==> src/rtl/cbch_pkg.sv <==
`default_nettype none

package cbch_pkg;

    // Field widths
    localparam int unsigned LINE_W = 3;
    localparam int unsigned TIME_W = 32;
    localparam int unsigned CFG_W  = 16;
    localparam int unsigned IDX_W  = 2;
    localparam int unsigned BTN_W  = 3;
    localparam int unsigned ACT_W  = 2;

    // Register indexes
    localparam logic [IDX_W-1:0] REG_DEBOUNCE  = 2'd0;
    localparam logic [IDX_W-1:0] REG_HOLD_THR  = 2'd1;
    localparam logic [IDX_W-1:0] REG_HOLD_REP  = 2'd2;

    // Register reset values
    localparam logic [CFG_W-1:0] DEBOUNCE_RST = 16'd50;
    localparam logic [CFG_W-1:0] HOLD_THR_RST = 16'd500;
    localparam logic [CFG_W-1:0] HOLD_REP_RST = 16'd200;

    // Event kinds
    localparam logic [ACT_W-1:0] ACT_CLICK   = 2'd0;
    localparam logic [ACT_W-1:0] ACT_HOLD    = 2'd1;
    localparam logic [ACT_W-1:0] ACT_RELEASE = 2'd2;

    typedef enum logic [1:0] {
        PH_IDLE,
        PH_DEBOUNCE,
        PH_PRESSED,
        PH_HOLDING
    } t_phase;

    typedef struct packed {
        logic [CFG_W-1:0] debounce_time;
        logic [CFG_W-1:0] hold_threshold;
        logic [CFG_W-1:0] hold_repeat_period;
    } t_cfg;

    typedef struct packed {
        logic             event_valid;
        logic [BTN_W-1:0] button_index;
        logic [ACT_W-1:0] action_kind;
    } t_evt;

endpackage

`default_nettype wire

==> src/rtl/cbch_if.sv <==
`default_nettype none

// Sample channel
interface cbch_in_if;
    logic                            valid;
    logic                            ready;
    logic [cbch_pkg::LINE_W-1:0]     line_levels;
    logic [cbch_pkg::TIME_W-1:0]     now_ms;

    modport source (output valid, output line_levels, output now_ms, input ready);
    modport sink   (input valid, input line_levels, input now_ms, output ready);
endinterface

// Event channel
interface cbch_out_if;
    logic                            valid;
    logic                            ready;
    logic                            event_valid;
    logic [cbch_pkg::BTN_W-1:0]      button_index;
    logic [cbch_pkg::ACT_W-1:0]      action_kind;

    modport source (output valid, output event_valid, output button_index,
                    output action_kind, input ready);
    modport sink   (input valid, input event_valid, input button_index,
                    input action_kind, output ready);
endinterface

// Register write channel
interface cbch_cfg_if;
    logic                            valid;
    logic                            ready;
    logic [cbch_pkg::IDX_W-1:0]      index;
    logic [cbch_pkg::CFG_W-1:0]      data;

    modport source (output valid, output index, output data, input ready);
    modport sink   (input valid, input index, input data, output ready);
endinterface

`default_nettype wire

==> src/rtl/coded_button_click_hold_top.sv <==
// A sample transfer becomes its event item by way of the input register, then
// the result register.
// One sample per cycle while the event output is not stalled; the phase update is a single pass of
// compare-and-update logic between the input and result registers.
// Reset (synchronous, active low): phase idle, registers at 50/500/200 ms.
`default_nettype none

module coded_button_click_hold_top
    import cbch_pkg::*;
(
    input  wire logic  i_clk,
    input  wire logic  i_rst_n,
    cbch_in_if.sink    i_in,
    cbch_cfg_if.sink   i_cfg,
    cbch_out_if.source o_out
);

    t_cfg              w_cfg;
    t_evt              w_evt;
    logic              w_adv;

    logic              r_in_valid;
    logic [LINE_W-1:0] r_line;
    logic [TIME_W-1:0] r_now;
    logic              r_out_valid;
    t_evt              r_evt;

    cbch_regs u_regs (
        .i_clk   (i_clk),
        .i_rst_n (i_rst_n),
        .i_cfg   (i_cfg),
        .o_cfg   (w_cfg)
    );

    // Stage advances when the result register is free or being drained
    assign w_adv      = r_in_valid && (!r_out_valid || o_out.ready);
    assign i_in.ready = !r_in_valid || w_adv;

    // Input register
    always_ff @(posedge i_clk) begin
        if (!i_rst_n) begin
            r_in_valid <= 1'b0;
        end else if (i_in.ready) begin
            r_in_valid <= i_in.valid;
        end
    end

    always_ff @(posedge i_clk) begin
        if (i_in.ready && i_in.valid) begin
            r_line <= i_in.line_levels;
            r_now  <= i_in.now_ms;
        end
    end

    cbch_fsm u_fsm (
        .i_clk         (i_clk),
        .i_rst_n       (i_rst_n),
        .i_adv         (w_adv),
        .i_line_levels (r_line),
        .i_now_ms      (r_now),
        .i_cfg         (w_cfg),
        .o_evt         (w_evt)
    );

    // Result register
    always_ff @(posedge i_clk) begin
        if (!i_rst_n) begin
            r_out_valid <= 1'b0;
        end else if (w_adv) begin
            r_out_valid <= 1'b1;
        end else if (o_out.ready) begin
            r_out_valid <= 1'b0;
        end
    end

    always_ff @(posedge i_clk) begin
        if (w_adv) begin
            r_evt <= w_evt;
        end
    end

    assign o_out.valid        = r_out_valid;
    assign o_out.event_valid  = r_evt.event_valid;
    assign o_out.button_index = r_evt.button_index;
    assign o_out.action_kind  = r_evt.action_kind;

    // Empty input stage always takes a sample
    a_in_ready: assert property (@(posedge i_clk) disable iff (!i_rst_n)
        !r_in_valid |-> i_in.ready)
        else $error("input stage empty but not ready");

    // A sample advancing always lands in the result register
    a_adv_out: assert property (@(posedge i_clk) disable iff (!i_rst_n)
        w_adv |=> r_out_valid)
        else $error("advanced sample lost");

    // Non-events carry zero fields, events a defined kind
    a_evt_fields: assert property (@(posedge i_clk) disable iff (!i_rst_n)
        r_out_valid |->
        (r_evt.event_valid ? (r_evt.action_kind != 2'd3)
                           : (r_evt.button_index == '0 && r_evt.action_kind == ACT_CLICK)))
        else $error("bad event fields");

endmodule

`default_nettype wire

==> src/rtl/cbch_regs.sv <==
`default_nettype none

module cbch_regs
    import cbch_pkg::*;
(
    input  wire logic   i_clk,
    input  wire logic   i_rst_n,
    cbch_cfg_if.sink    i_cfg,
    output t_cfg        o_cfg
);

    t_cfg r_cfg;
    logic w_wr;

    // Writes are always taken
    assign i_cfg.ready = 1'b1;
    assign w_wr        = i_cfg.valid;

    always_ff @(posedge i_clk) begin
        if (!i_rst_n) begin
            r_cfg.debounce_time      <= DEBOUNCE_RST;
            r_cfg.hold_threshold     <= HOLD_THR_RST;
            r_cfg.hold_repeat_period <= HOLD_REP_RST;
        end else if (w_wr) begin
            case (i_cfg.index)
                REG_DEBOUNCE: r_cfg.debounce_time      <= i_cfg.data;
                REG_HOLD_THR: r_cfg.hold_threshold     <= i_cfg.data;
                REG_HOLD_REP: r_cfg.hold_repeat_period <= i_cfg.data;
                default: ;  // unmapped index, dropped
            endcase
        end
    end

    assign o_cfg = r_cfg;

endmodule

`default_nettype wire

==> src/rtl/cbch_fsm.sv <==
`default_nettype none

module cbch_fsm
    import cbch_pkg::*;
(
    input  wire logic              i_clk,
    input  wire logic              i_rst_n,
    input  wire logic              i_adv,
    input  wire logic [LINE_W-1:0] i_line_levels,
    input  wire logic [TIME_W-1:0] i_now_ms,
    input  wire t_cfg              i_cfg,
    output t_evt                   o_evt
);

    t_phase              r_phase,     n_phase;
    logic [BTN_W-1:0]    r_pend_btn,  n_pend_btn;
    logic [BTN_W-1:0]    r_act_btn,   n_act_btn;
    logic [TIME_W-1:0]   r_start,     n_start;
    logic [TIME_W-1:0]   r_last_hold, n_last_hold;
    logic [TIME_W-1:0]   r_last_seen, n_last_seen;

    logic [LINE_W-1:0]   w_code;
    logic                w_raw_valid;
    logic [BTN_W-1:0]    w_raw;
    logic                w_is_active;
    logic [TIME_W-1:0]   w_since_start;
    logic [TIME_W-1:0]   w_since_seen;
    logic [TIME_W-1:0]   w_since_hold;
    logic                w_db_start;
    logic                w_db_seen;
    logic                w_hold_due;
    logic                w_rep_due;

    // Decode the active-low lines into a button number
    assign w_code      = ~i_line_levels;
    assign w_raw_valid = (w_code != '0);
    assign w_raw       = w_code - 3'd1;
    assign w_is_active = w_raw_valid && (w_raw == r_act_btn);

    // Elapsed times, modulo 2^32; seen time refreshes before the phase logic
    assign n_last_seen   = w_raw_valid ? i_now_ms : r_last_seen;
    assign w_since_start = i_now_ms - r_start;
    assign w_since_seen  = i_now_ms - n_last_seen;
    assign w_since_hold  = i_now_ms - r_last_hold;

    assign w_db_start = w_since_start >= {16'd0, i_cfg.debounce_time};
    assign w_db_seen  = w_since_seen  >= {16'd0, i_cfg.debounce_time};
    assign w_hold_due = w_since_start >= {16'd0, i_cfg.hold_threshold};
    assign w_rep_due  = w_since_hold  >= {16'd0, i_cfg.hold_repeat_period};

    // Next state and event
    always_comb begin
        n_phase     = r_phase;
        n_pend_btn  = r_pend_btn;
        n_act_btn   = r_act_btn;
        n_start     = r_start;
        n_last_hold = r_last_hold;
        o_evt       = '0;
        case (r_phase)
            PH_IDLE: begin
                if (w_raw_valid) begin
                    n_phase    = PH_DEBOUNCE;
                    n_pend_btn = w_raw;
                    n_start    = i_now_ms;
                end
            end
            PH_DEBOUNCE: begin
                if (w_db_start) begin
                    if (w_raw_valid && (w_raw == r_pend_btn)) begin
                        n_phase   = PH_PRESSED;
                        n_act_btn = r_pend_btn;
                    end else if (w_raw_valid) begin
                        n_pend_btn = w_raw;
                        n_start    = i_now_ms;
                    end else begin
                        n_phase = PH_IDLE;
                    end
                end
            end
            PH_PRESSED: begin
                if (!w_is_active) begin
                    if (w_db_seen) begin
                        o_evt   = '{1'b1, r_act_btn, ACT_CLICK};
                        n_phase = PH_IDLE;
                    end
                end else if (w_hold_due) begin
                    o_evt       = '{1'b1, r_act_btn, ACT_HOLD};
                    n_phase     = PH_HOLDING;
                    n_last_hold = i_now_ms;
                end
            end
            PH_HOLDING: begin
                if (!w_is_active) begin
                    if (w_db_seen) begin
                        o_evt   = '{1'b1, r_act_btn, ACT_RELEASE};
                        n_phase = PH_IDLE;
                    end
                end else if (w_rep_due) begin
                    o_evt       = '{1'b1, r_act_btn, ACT_HOLD};
                    n_last_hold = i_now_ms;
                end
            end
            default: n_phase = PH_IDLE;
        endcase
    end

    // State registers, advance once per transferred sample
    always_ff @(posedge i_clk) begin
        if (!i_rst_n) begin
            r_phase     <= PH_IDLE;
            r_pend_btn  <= '0;
            r_act_btn   <= '0;
            r_start     <= '0;
            r_last_hold <= '0;
            r_last_seen <= '0;
        end else if (i_adv) begin
            r_phase     <= n_phase;
            r_pend_btn  <= n_pend_btn;
            r_act_btn   <= n_act_btn;
            r_start     <= n_start;
            r_last_hold <= n_last_hold;
            r_last_seen <= n_last_seen;
        end
    end

    // Click or release always returns to idle
    a_end_to_idle: assert property (@(posedge i_clk) disable iff (!i_rst_n)
        i_adv && o_evt.event_valid &&
        (o_evt.action_kind == ACT_CLICK || o_evt.action_kind == ACT_RELEASE)
        |=> r_phase == PH_IDLE)
        else $error("click/release did not return to idle");

    // A hold event leaves the machine holding
    a_hold_state: assert property (@(posedge i_clk) disable iff (!i_rst_n)
        i_adv && o_evt.event_valid && o_evt.action_kind == ACT_HOLD
        |=> r_phase == PH_HOLDING)
        else $error("hold event without holding phase");

    // Events come only from the pressed or holding phases
    a_evt_phase: assert property (@(posedge i_clk) disable iff (!i_rst_n)
        o_evt.event_valid |-> (r_phase == PH_PRESSED || r_phase == PH_HOLDING))
        else $error("event outside pressed/holding");

endmodule

`default_nettype wire

==> src/flat_wrapper.sv <==
// flat-port wrapper written by rule: the top's interface ports become plain ports
module coded_button_click_hold_top_flat import cbch_pkg::*;
  (i_clk, i_rst_n, i_in_valid, i_in_line_levels, i_in_now_ms, i_in_ready, i_cfg_valid, i_cfg_index, i_cfg_data, i_cfg_ready, o_out_valid, o_out_event_valid, o_out_button_index, o_out_action_kind, o_out_ready);
  cbch_in_if i_in_i ();
  cbch_cfg_if i_cfg_i ();
  cbch_out_if o_out_i ();
  input  wire logic i_clk;
  input  wire logic i_rst_n;
  input wire logic [$bits(i_in_i.valid)-1:0] i_in_valid;
  input wire logic [$bits(i_in_i.line_levels)-1:0] i_in_line_levels;
  input wire logic [$bits(i_in_i.now_ms)-1:0] i_in_now_ms;
  output wire logic [$bits(i_in_i.ready)-1:0] i_in_ready;
  input wire logic [$bits(i_cfg_i.valid)-1:0] i_cfg_valid;
  input wire logic [$bits(i_cfg_i.index)-1:0] i_cfg_index;
  input wire logic [$bits(i_cfg_i.data)-1:0] i_cfg_data;
  output wire logic [$bits(i_cfg_i.ready)-1:0] i_cfg_ready;
  output wire logic [$bits(o_out_i.valid)-1:0] o_out_valid;
  output wire logic [$bits(o_out_i.event_valid)-1:0] o_out_event_valid;
  output wire logic [$bits(o_out_i.button_index)-1:0] o_out_button_index;
  output wire logic [$bits(o_out_i.action_kind)-1:0] o_out_action_kind;
  input wire logic [$bits(o_out_i.ready)-1:0] o_out_ready;
  assign i_in_i.valid = i_in_valid;
  assign i_in_i.line_levels = i_in_line_levels;
  assign i_in_i.now_ms = i_in_now_ms;
  assign i_in_ready = i_in_i.ready;
  assign i_cfg_i.valid = i_cfg_valid;
  assign i_cfg_i.index = i_cfg_index;
  assign i_cfg_i.data = i_cfg_data;
  assign i_cfg_ready = i_cfg_i.ready;
  assign o_out_valid = o_out_i.valid;
  assign o_out_event_valid = o_out_i.event_valid;
  assign o_out_button_index = o_out_i.button_index;
  assign o_out_action_kind = o_out_i.action_kind;
  assign o_out_i.ready = o_out_ready;
  coded_button_click_hold_top u_core (.i_clk(i_clk), .i_rst_n(i_rst_n), .i_in(i_in_i), .i_cfg(i_cfg_i), .o_out(o_out_i));
endmodule
==> config.mk <==
export PLATFORM = sky130hd
export DESIGN_NAME = coded_button_click_hold_top_flat
export DESIGN_NICKNAME = d
export VERILOG_FILES = /design/src/rtl/cbch_pkg.sv /design/src/rtl/cbch_if.sv /design/src/rtl/coded_button_click_hold_top.sv /design/src/rtl/cbch_regs.sv /design/src/rtl/cbch_fsm.sv /design/src/flat_wrapper.sv
export SDC_FILE = /design/constraint.sdc
export NUM_CORES = 1
export LEC_CHECK = 0
export BUFFER_PORTS_ARGS = -buffer_cell sky130_fd_sc_hd__buf_4
export CORE_UTILIZATION = 63
export DETAILED_ROUTE_END_ITERATION = 8
export GPL_TIMING_DRIVEN = 0
export PLACE_DENSITY = 0.81
export SLEW_MARGIN = 10
export SYNTH_ARGS = -nofsm -noshare
export SYNTH_HDL_FRONTEND = slang
export SYNTH_SLANG_ARGS = --single-unit
==> constraint.sdc <==
create_clock -name i_clk -period 7.4 [get_ports i_clk]
set_input_delay 1.48 -clock i_clk [delete_from_list [all_inputs] [get_ports i_clk]]
set_output_delay 1.48 -clock i_clk [all_outputs]
set_load 0.05 [all_outputs]
==> results.py, run 1 <==
metrics = {
    "clock_tree": {
        "root_buffer": "clkbuf_16",
        "htree_num_levels": 4,
        "insertion_delay_ns": 0.45,
        "clkTransAtPathRegs_ns": 0.07,
        "clockBufferDepth": 2,
        "cts_tree": "done",
        "numCtsBuffers": 17,
        "cts_sinks": 195,
    },
    "synth": {
        "seq_area_frac_synth_pct": 28.7,
        "synthCells": 1854,
        "syn_area_um2": 15100,
        "synth_cell_types": 82,
        "synthFlopType": "dfxtp_1",
        "synth_edf_count": 41,
        "ys_seq_elements": 195,
        "yosysTopAreaCell": "dfxtp_1",
        "yosysTopAreaCellShare_pct": 20.5,
        "synthTopCellsByArea": "dfxtp_1, ha_1, edfxtp_1",
        "synthArstFlopShare_pct": 0,
        "syn-num-nets": 2063,
        "yosysWarnings": 0,
        "avgSynthCellArea_um2": 8.12,
    },
    "sta": {
        "setup_viol": 0,
        "fin_skew_ns": 0.0142,
        "final.setup.tns_ns": 0,
        "relSlewSlack_pct": 20.6,
        "finalHoldViolCount": 0,
        "fmax_mhz": 143,
        "fin_crit_sh_pct": 94.2,
        "slew_violations": 0,
        "worstMarginPinSlew_ns": 1.18,
        "final.min_clock_period_ns": 6.97,
    },
    "drt": {
        "wl_per_cell_um": 18.3,
        "met2_length_um": 19000,
        "drt_wl_total_um": 41500,
        "wl_met3_um": 2610,
        "ant_nets": 0,
        "routed.top_layer": "met4",
        "wl_met1_um": 18900,
        "routed_via_density": 6.11,
        "num_vias": 13800,
        "drt-initial-drc-count": 1128,
        "first_pass_iters": 6,
        "drc": 0,
    },
    "layout": {
        "nets": 2145,
        "fillCellCount": 1933,
        "diodes": 0,
        "area_delta_synth_final_pct": 9.84,
        "fin_cells": 2268,
        "final_layout_size_suffix_gt1_share_pct": 6.67,
        "design_area_um2": 16500,
    },
    "setup_path": {
        "rr_startpoint": "u_core.r_line[0]$_DFFE_PP_",
        "r2r-end": "u_core.o_out.button_index[1]$_DFFE_PP_",
        "slowest_stage": "edfxtp_1",
        "r2r_cells": 27,
        "path_buf_inv": 3,
        "required_ns": 7.59,
        "cp_max_fo": 19,
        "cp_common_cell": "ha_1",
        "path_class": "flip-flop to flip-flop",
        "r2r_slack_ns": 0.43,
        "cpPeakStageDelay_ns": 0.45,
        "crit_arrival_ns": 7.16,
        "endpoint_kind": "flip-flop",
        "start_kind": "flip-flop",
        "cp_top_family": "compound AO/OA/AOI/OAI gates",
    },
    "floorplanning": {
        "die_w_um": 157,
        "die_y_um": 157,
        "start_util_pct": 64.1,
        "die_area_um2": 24500,
        "num_rows": 56,
        "core_um2": 23500,
        "io_pins": 67,
    },
    "placement": {
        "port_buffers": 64,
        "place_hpwl_um": 32700,
        "place_area_um2": 15900,
        "globalplace.congestion": 0.998,
        "placed_cells": 2237,
    },
    "hold_path": {
        "holdPathStages": 2,
        "min_path_type": "flip-flop to flip-flop",
        "min_to": "u_core.u_fsm.r_last_hold[23]$_SDFFE_PN0P_",
        "min-delay-start": "u_core.u_fsm.r_last_hold[23]$_SDFFE_PN0P_",
    },
    "power": {
        "power_density_nw_per_um2": 187,
        "p_leak_nw": 6.66,
        "ir_drop_v": 0.000119,
    },
    "outcome": {
        "status": "complete, no violations",
    },
    "global_route": {
        "overflow": 0,
        "grt_pass1_vias": 12800,
        "grt_first_pass_wirelength_um": 65200,
        "track_usage_pct": 34.2,
        "antenna_found_initial": 0,
        "grt_max_degree": 36,
    },
    "run": {
        "cap_violations": 0,
    },
}
==> what timing repair did <==
action / in CTS / in global routing
endpoints found under the setup margin: 7 / 7
buffers inserted: 0 / 0
gates resized for setup: 1 / 7
cloned: 0 / 0
endpoints found under the hold margin: 0 / 0
hold buffers: 0 / 0
==> cell usage in the layout, fill, tap and decap left out, drive strengths merged, types with 46 or more instances in the layout <==
cell type  count
nand2        298
dfxtp        154
ha           149
inv          146
a21oi        105
clkbuf        96
mux2i         94
o21ai         87
buf           75
nor2          73
nor2b         56
a21boi        53
a21o          46
==> area by class of cell <==
class	count	area, µm²	share of cell area, %
well taps	319	399	2.41
repair buffers	64	480	2.91
plain buffers	89	380	2.30
clock inverters	14	164	0.991
inverters	140	526	3.18
clock buffers	18	429	2.60
flip-flops and latches	195	4310	26.1
multi-input cells	1429	9840	59.5
==> tightest hold or removal path: stages (launching register included) <==
cell and delay (ns):
dfxtp_1 0.31, nand2_1 0.05, mux2i_1 0.06
==> cell families (layout without fill, tap and decap cells) <==
family / after synthesis / after routing / synth area share [%]
xor gates and xnor gates: 81 / 81 / 4.71
muxes: 96 / 96 / 6.40
DFF: 195 / 195 / 28.7
and+or+nand+nor: 601 / 601 / 18.7
AOI/OAI and AO/OA: 496 / 496 / 22.6
adders and majority gates: 154 / 154 / 12.8
buffers and inverters: 230 / 325 / 6.00
other: 1 / 1 / 0.0249
==> power by group <==
group          internal, mW  total [mW]  switching [mW]
Clock                 0.483       0.949           0.466
Combinational         0.389       0.962           0.573
Sequential             1.14        1.19          0.0500
==> worst max path at each step <==
stage,from,end,slack (ns),depth (start not counted)
after global routing,u_core.r_line[0]$_DFFE_PP_,u_core.o_out.button_index[0]$_DFFE_PP_,-0.01,27
after CTS,u_core.r_line[0]$_DFFE_PP_,u_core.o_out.button_index[0]$_DFFE_PP_,0.09,27
after global placement,u_core.r_line[0]$_DFFE_PP_,u_core.o_out.button_index[0]$_DFFE_PP_,-0.65,28
after floorplan,u_core.r_line[0]$_DFFE_PP_,u_core.o_out.button_index[0]$_DFFE_PP_,1.53,28
after detailed placement,u_core.r_line[0]$_DFFE_PP_,u_core.o_out.button_index[0]$_DFFE_PP_,-0.65,28
final,u_core.r_line[0]$_DFFE_PP_,u_core.o_out.button_index[1]$_DFFE_PP_,0.43,27
==> through the flow <==
step	worst slack [ns]	utilization, %	hold slack (ns)	power [mW]
after global routing	-0.0140	70.4	0.483	3.24
after global placement	-0.646	67.9	0.443	2.11
after floorplan	1.53	-	0.435	1.89
after detailed placement	-0.646	67.9	0.448	2.14
after CTS	0.0943	70.4	0.465	3.08
final	0.429	70.4	0.464	3.10
==> cells in the mapped netlist, drive strengths merged (22+ instances only) <==
| cell | number |
|---|---|
| inv | 139 |
| a21boi | 53 |
| edfxtp | 41 |
| nand2 | 298 |
| o211a | 22 |
| nand3 | 30 |
| nand4 | 33 |
| a21o | 46 |
| nor2b | 56 |
| clkbuf | 79 |
| o21ai | 87 |
| mux2i | 94 |
| xor2 | 40 |
| dfxtp | 154 |
| nor2 | 73 |
| a21oi | 105 |
| xnor2 | 41 |
| o211ai | 29 |
| ha | 149 |
| nor3 | 22 |
==> layer usage <==
metal | GRT usage (%) | vias to the layer above
li1 | - | 6772
met1 | 46.3 | 6563
met2 | 56.7 | 444
met3 | 4.54 | 68
met4 | 10.0 | 0
met5 | 0 | -
==> sequential cells by signal, indices dropped and copies added (netlist names) <==
register and count:
u_core.r_in_valid 1, u_core.u_fsm.r_start 32, u_core.r_line 3, u_core.u_fsm.r_phase 2
u_core.u_fsm.r_last_hold 32, u_core.r_now 32, u_core.u_fsm.r_pend_btn 3, u_core.o_out.button_index 3
u_core.u_regs.o_cfg 48, u_core.o_out.event_valid 1, u_core.o_out.action_kind 2, u_core.u_fsm.r_act_btn 3
u_core.o_out.valid 1, u_core.u_fsm.r_last_seen 32
(Power assumes the default switching activity.)
==> inputs of run 2 (changes only) <==
Settings changed: CORE_UTILIZATION 63 to 65, CTS_BUF_LIST from default to sky130_fd_sc_hd__clkbuf_4 sky130_fd_sc_hd__clkbuf_8, MAX_ROUTING_LAYER from default to met4, PLACE_DENSITY 0.81 to 0.84.
Clock period 7.4 ns to 8.5 ns, I/O delays scaled along.
==> results.py, run 2 (same netlist as run 1, synthesis figures left out) <==
metrics = {
    "layout": {
        "final_cell_mix": "nand2_1, dfxtp_1, ha_1",
        "fin_cells": 2235,
        "diodes": 0,
        "area_delta_synth_final_pct": 8.08,
        "final_layout_size_suffix_gt1_share_pct": 6.56,
        "fin_util_pct": 71.6,
        "layout_commonest_cell": "nand2_1",
        "nets": 2146,
        "largest_register_ffs": 48,
    },
    "sta": {
        "final.setup.tns_ns": 0,
        "fmax_mhz": 125,
        "setup_ws_ns": 0.492,
        "slew_violations": 0,
        "fin_crit_sh_pct": 94.2,
        "rsz0062_at_grt": "false",
        "worstMarginPinSlew_ns": 1.22,
        "fin_skew_ns": 0.0208,
        "setup_viol": 0,
        "finalHoldViolCount": 0,
        "relSlewSlack_pct": 18.4,
        "final.min_clock_period_ns": 8.01,
    },
    "clock_tree": {
        "clockBufferDepth": 2,
        "cts-resized-gates": 0,
        "postCtsSetupBuffers": 0,
        "clkTransAtPathRegs_ns": 0.12,
        "root_buffer": "clkbuf_8",
        "cts_sinks": 195,
        "hold_buffers": 0,
        "insertion_delay_ns": 0.49,
        "htree_num_levels": 4,
        "cts_tree": "done",
        "numCtsBuffers": 17,
    },
    "power": {
        "power_frac_clock_pct": 24.3,
        "cell_internal_pwr_mw": 1.55,
        "power.switching_mw": 0.915,
        "p_comb_share_pct": 33.9,
        "fin_total_pwr_mw": 2.47,
        "switching_share_pct": 37.1,
        "pwr-share-seq_pct": 41.9,
        "power_density_nw_per_um2": 152,
        "p_leak_nw": 6.55,
        "ir_drop_v": 0.0000953,
    },
    "setup_path": {
        "cp_max_fo": 10,
        "start_kind": "flip-flop",
        "slowest_stage": "clkbuf_1",
        "path_buf_inv": 4,
        "path_class": "flip-flop to flip-flop",
        "endpoint_kind": "flip-flop",
        "r2r_slack_ns": 0.49,
        "cp_top_family": "compound AO/OA/AOI/OAI gates",
        "cpPeakStageDelay_ns": 0.66,
        "crit_start": "u_core.r_line[0]$_DFFE_PP_",
        "required_ns": 8.74,
        "cp_common_cell": "ha_1",
        "crit_arrival_ns": 8.25,
        "r2r-end": "u_core.o_out.button_index[1]$_DFFE_PP_",
        "r2r_cells": 28,
        "rr_startpoint": "u_core.r_line[0]$_DFFE_PP_",
    },
    "placement": {
        "place_hpwl_um": 33500,
        "placed_cells": 2203,
        "place_worst_setup_slack_ns": 0.434,
        "port_buffers": 64,
        "globalplace.congestion": 0.973,
    },
    "floorplanning": {
        "io_pins": 67,
        "num_rows": 55,
        "die_y_um": 154,
        "die_w_um": 154,
        "die_area_um2": 23800,
        "core_um2": 22700,
        "start_util_pct": 66.3,
    },
    "global_route": {
        "grtUsageMet2_pct": 58.9,
        "grt_first_pass_wirelength_um": 66500,
        "met1_usage_pct": 47.4,
        "grt_pass1_vias": 13000,
        "antenna_found_initial": 0,
        "top_usage_layer": "met2",
        "met3_usage_pct": 5.41,
        "overflow": 0,
        "grt_max_degree": 36,
        "track_usage_pct": 36.5,
    },
    "drt": {
        "routed_via_density": 6.16,
        "wl_per_cell_um": 18.7,
        "ant_nets": 0,
        "drt_wl_total_um": 41700,
        "first_pass_iters": 5,
        "num_vias": 13800,
        "drc": 0,
        "drt-initial-drc-count": 964,
    },
    "run": {
        "cap_violations": 0,
    },
    "outcome": {
        "status": "complete, no violations",
    },
    "hold_path": {
        "min_path_type": "flip-flop to flip-flop",
        "holdPathStages": 2,
        "min-delay-start": "u_core.u_fsm.r_last_hold[5]$_SDFFE_PN0P_",
        "min_to": "u_core.u_fsm.r_last_hold[5]$_SDFFE_PN0P_",
    },
}
[run 2: changes by cell type in the layout (fill, tap and decap cells not counted), moves of 2 or more]
cell       previous run  this run
clkbuf_16            17         0
inv_8                 4         1
clkbuf_4              0         3
clkbuf_1             76        78
clkbuf_8              0        17
[run 2: layer usage]
metal	wire, µm	up-vias
met2	19300	443
met5	0	-
li1	-	6780
met3	2660	55
met4	926	0
met1	18800	6490
[run 2: layout make-up]
cell class / instances / area [µm²]
Buffer: 90 / 379
Clock buffer: 20 / 256
Clock inverter: 12 / 120
Fill cell: 1905 / 6440
Inverter: 140 / 526
Multi-Input combinational cell: 1429 / 9840
Sequential cell: 195 / 4310
Tap cell: 285 / 357
Timing Repair Buffer: 64 / 480
[run 2: worst max path at each step]
stage | end | depth (start not counted) | slack [ns]
2_1_floorplan | u_core.o_out.button_index[0]$_DFFE_PP_ | 28 | 2.63
3_3_place_gp | u_core.o_out.button_index[2]$_DFFE_PP_ | 28 | 0.49
3_5_place_dp | u_core.o_out.button_index[1]$_DFFE_PP_ | 28 | 0.43
4_1_cts | u_core.o_out.button_index[1]$_DFFE_PP_ | 30 | 0.36
5_1_grt | u_core.o_out.button_index[1]$_DFFE_PP_ | 28 | 0.05
6_report | u_core.o_out.button_index[1]$_DFFE_PP_ | 28 | 0.49
[run 2: worst reg2reg max path: cells and delay by family, from the launching register on]
family	cells	cell delay (ns)
AND/OR/NAND/NOR	10	1.97
XOR/XNOR	1	0.17
adder cells (fa/ha/maj)	4	1.04
buffers and inverters	4	1.92
flip-flops	1	0.48
AO/OA/AOI/OAI	9	2.19
[run 2: power groups by stage]
stage | clock (mW) | sequential (mW) | combinational (mW)
after floorplan | 0 | 1.04 | 0.606
after global placement | 0 | 1.05 | 0.795
after detailed placement | 0 | 1.05 | 0.817
after CTS | 0.607 | 1.03 | 0.822
after global routing | 0.638 | 1.04 | 0.924
final | 0.598 | 1.03 | 0.835
[run 2: through the flow]
stage / hold WS, ns / cell area [µm²]
6_report: 0.465 / 16300
5_1_grt: 0.487 / 16300
4_1_cts: 0.466 / 16300
3_5_place_dp: 0.447 / 15900
3_3_place_gp: 0.442 / 15900
2_1_floorplan: 0.435 / 15100
==> inputs of run 3 (changes only) <==
Settings changed: GPL_TIMING_DRIVEN 0 to default.
==> results.py, run 3 (same netlist as run 1, synthesis figures left out) <==
metrics = {
    "clock_tree": {
        "postCtsSetupBuffers": 0,
        "insertion_delay_ns": 0.51,
        "numCtsBuffers": 17,
        "clkTransAtPathRegs_ns": 0.13,
        "cts-resized-gates": 0,
        "root_buffer": "clkbuf_8",
        "hold_buffers": 0,
        "cts_tree": "done",
        "htree_num_levels": 4,
        "clockBufferDepth": 2,
        "cts_sinks": 195,
    },
    "setup_path": {
        "path_cells": "ha_1 -> ha_2 -> buf_4 -> inv_1 -> a21oi_1 -> a22oi_1 -> or3_1 -> nand2_1 -> a21oi_1 -> o21ai_0 -> xor2_1 -> ha_1 -> a2111oi_0 -> o311ai_0 -> nor3_1 -> o211ai_1 -> nor4_1 -> nand4_1 -> nor4_1 -> nand4b_1 -> a22oi_1 -> nor2_1",
        "endpoint_kind": "flip-flop",
        "cp_max_fo": 33,
        "path_class": "flip-flop to flip-flop",
        "slowest_stage": "ha_2",
        "crit_start": "u_core.r_line[0]$_DFFE_PP_",
        "rr_startpoint": "u_core.r_line[0]$_DFFE_PP_",
        "path_buf_inv": 2,
        "start_kind": "flip-flop",
        "required_ns": 8.77,
        "cpPeakStageDelay_ns": 0.58,
        "cp_top_family": "simple AND/OR/NAND/NOR gates",
        "crit_arrival_ns": 6.27,
    },
    "placement": {
        "place_worst_setup_slack_ns": 2.55,
        "port_buffers": 65,
        "place_area_um2": 15600,
        "globalplace.congestion": 0.977,
        "place_hpwl_um": 29900,
    },
    "sta": {
        "fin_skew_ns": 0.0240,
        "slew_violations": 0,
        "rsz0062_at_grt": "false",
        "fmax_mhz": 167,
        "worstMarginPinSlew_ns": 1.16,
        "setup_ws_ns": 2.50,
        "final.setup.tns_ns": 0,
        "fin_crit_sh_pct": 70.6,
        "setup_viol": 0,
        "final.min_clock_period_ns": 6.00,
        "holdWs_ns": 0.468,
        "finalHoldViolCount": 0,
        "relSlewSlack_pct": 22.3,
    },
    "layout": {
        "design_area_um2": 16000,
        "fillCellCount": 1852,
        "final_layout_size_suffix_gt1_share_pct": 6.85,
        "final_cell_mix": "nand2_1, dfxtp_1, ha_1",
        "largest_register_ffs": 48,
        "multiInputGateArea_um2": 9850,
        "area_delta_synth_final_pct": 6.29,
        "nets": 2064,
        "layout_commonest_cell": "nand2_1",
        "regArea_um2": 4310,
        "diodes": 0,
    },
    "power": {
        "power_frac_clock_pct": 26.2,
        "fin_total_pwr_mw": 2.51,
        "p_leak_nw": 6.46,
        "power.switching_mw": 0.951,
        "power_density_nw_per_um2": 157,
        "p_comb_share_pct": 32.6,
        "pwr-share-seq_pct": 41.2,
        "cell_internal_pwr_mw": 1.56,
        "switching_share_pct": 37.8,
        "ir_drop_v": 0.000120,
    },
    "drt": {
        "routed_via_density": 6.29,
        "drt-initial-drc-count": 1036,
        "ant_nets": 0,
        "drc": 0,
        "num_vias": 13500,
        "wl_per_cell_um": 18.1,
        "drt_wl_total_um": 39000,
        "first_pass_iters": 8,
    },
    "global_route": {
        "track_usage_pct": 34.1,
        "antenna_found_initial": 0,
        "grt_max_degree": 121,
        "overflow": 0,
        "grt_pass1_vias": 12800,
        "grt_first_pass_wirelength_um": 63000,
    },
    "floorplanning": {
        "io_pins": 67,
        "die_area_um2": 23800,
        "die_y_um": 154,
        "die_w_um": 154,
        "core_um2": 22700,
        "start_util_pct": 66.3,
        "num_rows": 55,
    },
    "hold_path": {
        "min-delay-start": "u_core.u_fsm.r_last_hold[29]$_SDFFE_PN0P_",
        "min_path_type": "flip-flop to flip-flop",
    },
    "run": {
        "cap_violations": 0,
    },
    "outcome": {
        "status": "complete, no violations",
    },
}
## run 3: cell count changes in the layout (fill, tap and decap cells not counted), sizes merged
cell      before  now
clkinvlp       2    1
clkbuf       100   17
buf           74   72
clkinv         6    4
inv          144  150
## run 3: worst paths after layout
check,end,slack [ns],cells past startpoint
worst min register to register,u_core.u_fsm.r_last_hold[29]$_SDFFE_PN0P_,0.47,2
worst max register to register,u_core.o_out.button_index[0]$_DFFE_PP_,2.50,22
worst max-delay path,u_core.o_out.button_index[0]$_DFFE_PP_,2.50,22
worst min-delay path,u_core.u_fsm.r_last_hold[29]$_SDFFE_PN0P_,0.47,2
## run 3: final cells by class
type	count	area share, %
Multi-Input combinational cell	1429	61.5
Timing Repair Buffer	72	3.38
Sequential cell	195	27.0
Tap cell	285	2.23
Clock buffer	17	1.46
Inverter	140	3.28
Clock inverter	15	1.15
## run 3: worst register-to-register path, stage by stage (launching register included)
cell       delay (ns)
edfxtp_1         0.45
ha_1             0.18
ha_2             0.58
buf_4            0.47
inv_1            0.31
a21oi_1          0.26
a22oi_1          0.14
or3_1            0.42
nand2_1          0.12
a21oi_1          0.10
o21ai_0          0.24
xor2_1           0.12
ha_1             0.18
a2111oi_0        0.25
o311ai_0         0.21
nor3_1           0.20
o211ai_1         0.10
nor4_1           0.24
nand4_1          0.12
nor4_1           0.30
nand4b_1         0.27
a22oi_1          0.39
nor2_1           0.09
## run 3: stage by stage
step	utilization (%)	cells
detailed placement	68.6	2121
floorplan	-	1854
CTS	70.5	2153
global placement	68.6	2121
global route	70.5	2153
finish	70.5	2153
## run 3: per-layer routing
layer  GRT usage (%)  wire (µm)  up-vias
met5               -          0        -
met4            12.9       1200        0
met3            5.94       3140       89
met2            54.1      17800      520
met1            43.5      16900     6324
li1                -          -     6615
## run 3: power by group through the flow
stage | Sequential, mW | Clock, mW | Combinational [mW]
floorplan | 1.04 | 0 | 0.606
global placement | 1.05 | 0 | 0.773
detailed placement | 1.05 | 0 | 0.795
CTS | 1.03 | 0.663 | 0.803
global route | 1.04 | 0.698 | 0.907
finish | 1.04 | 0.658 | 0.819
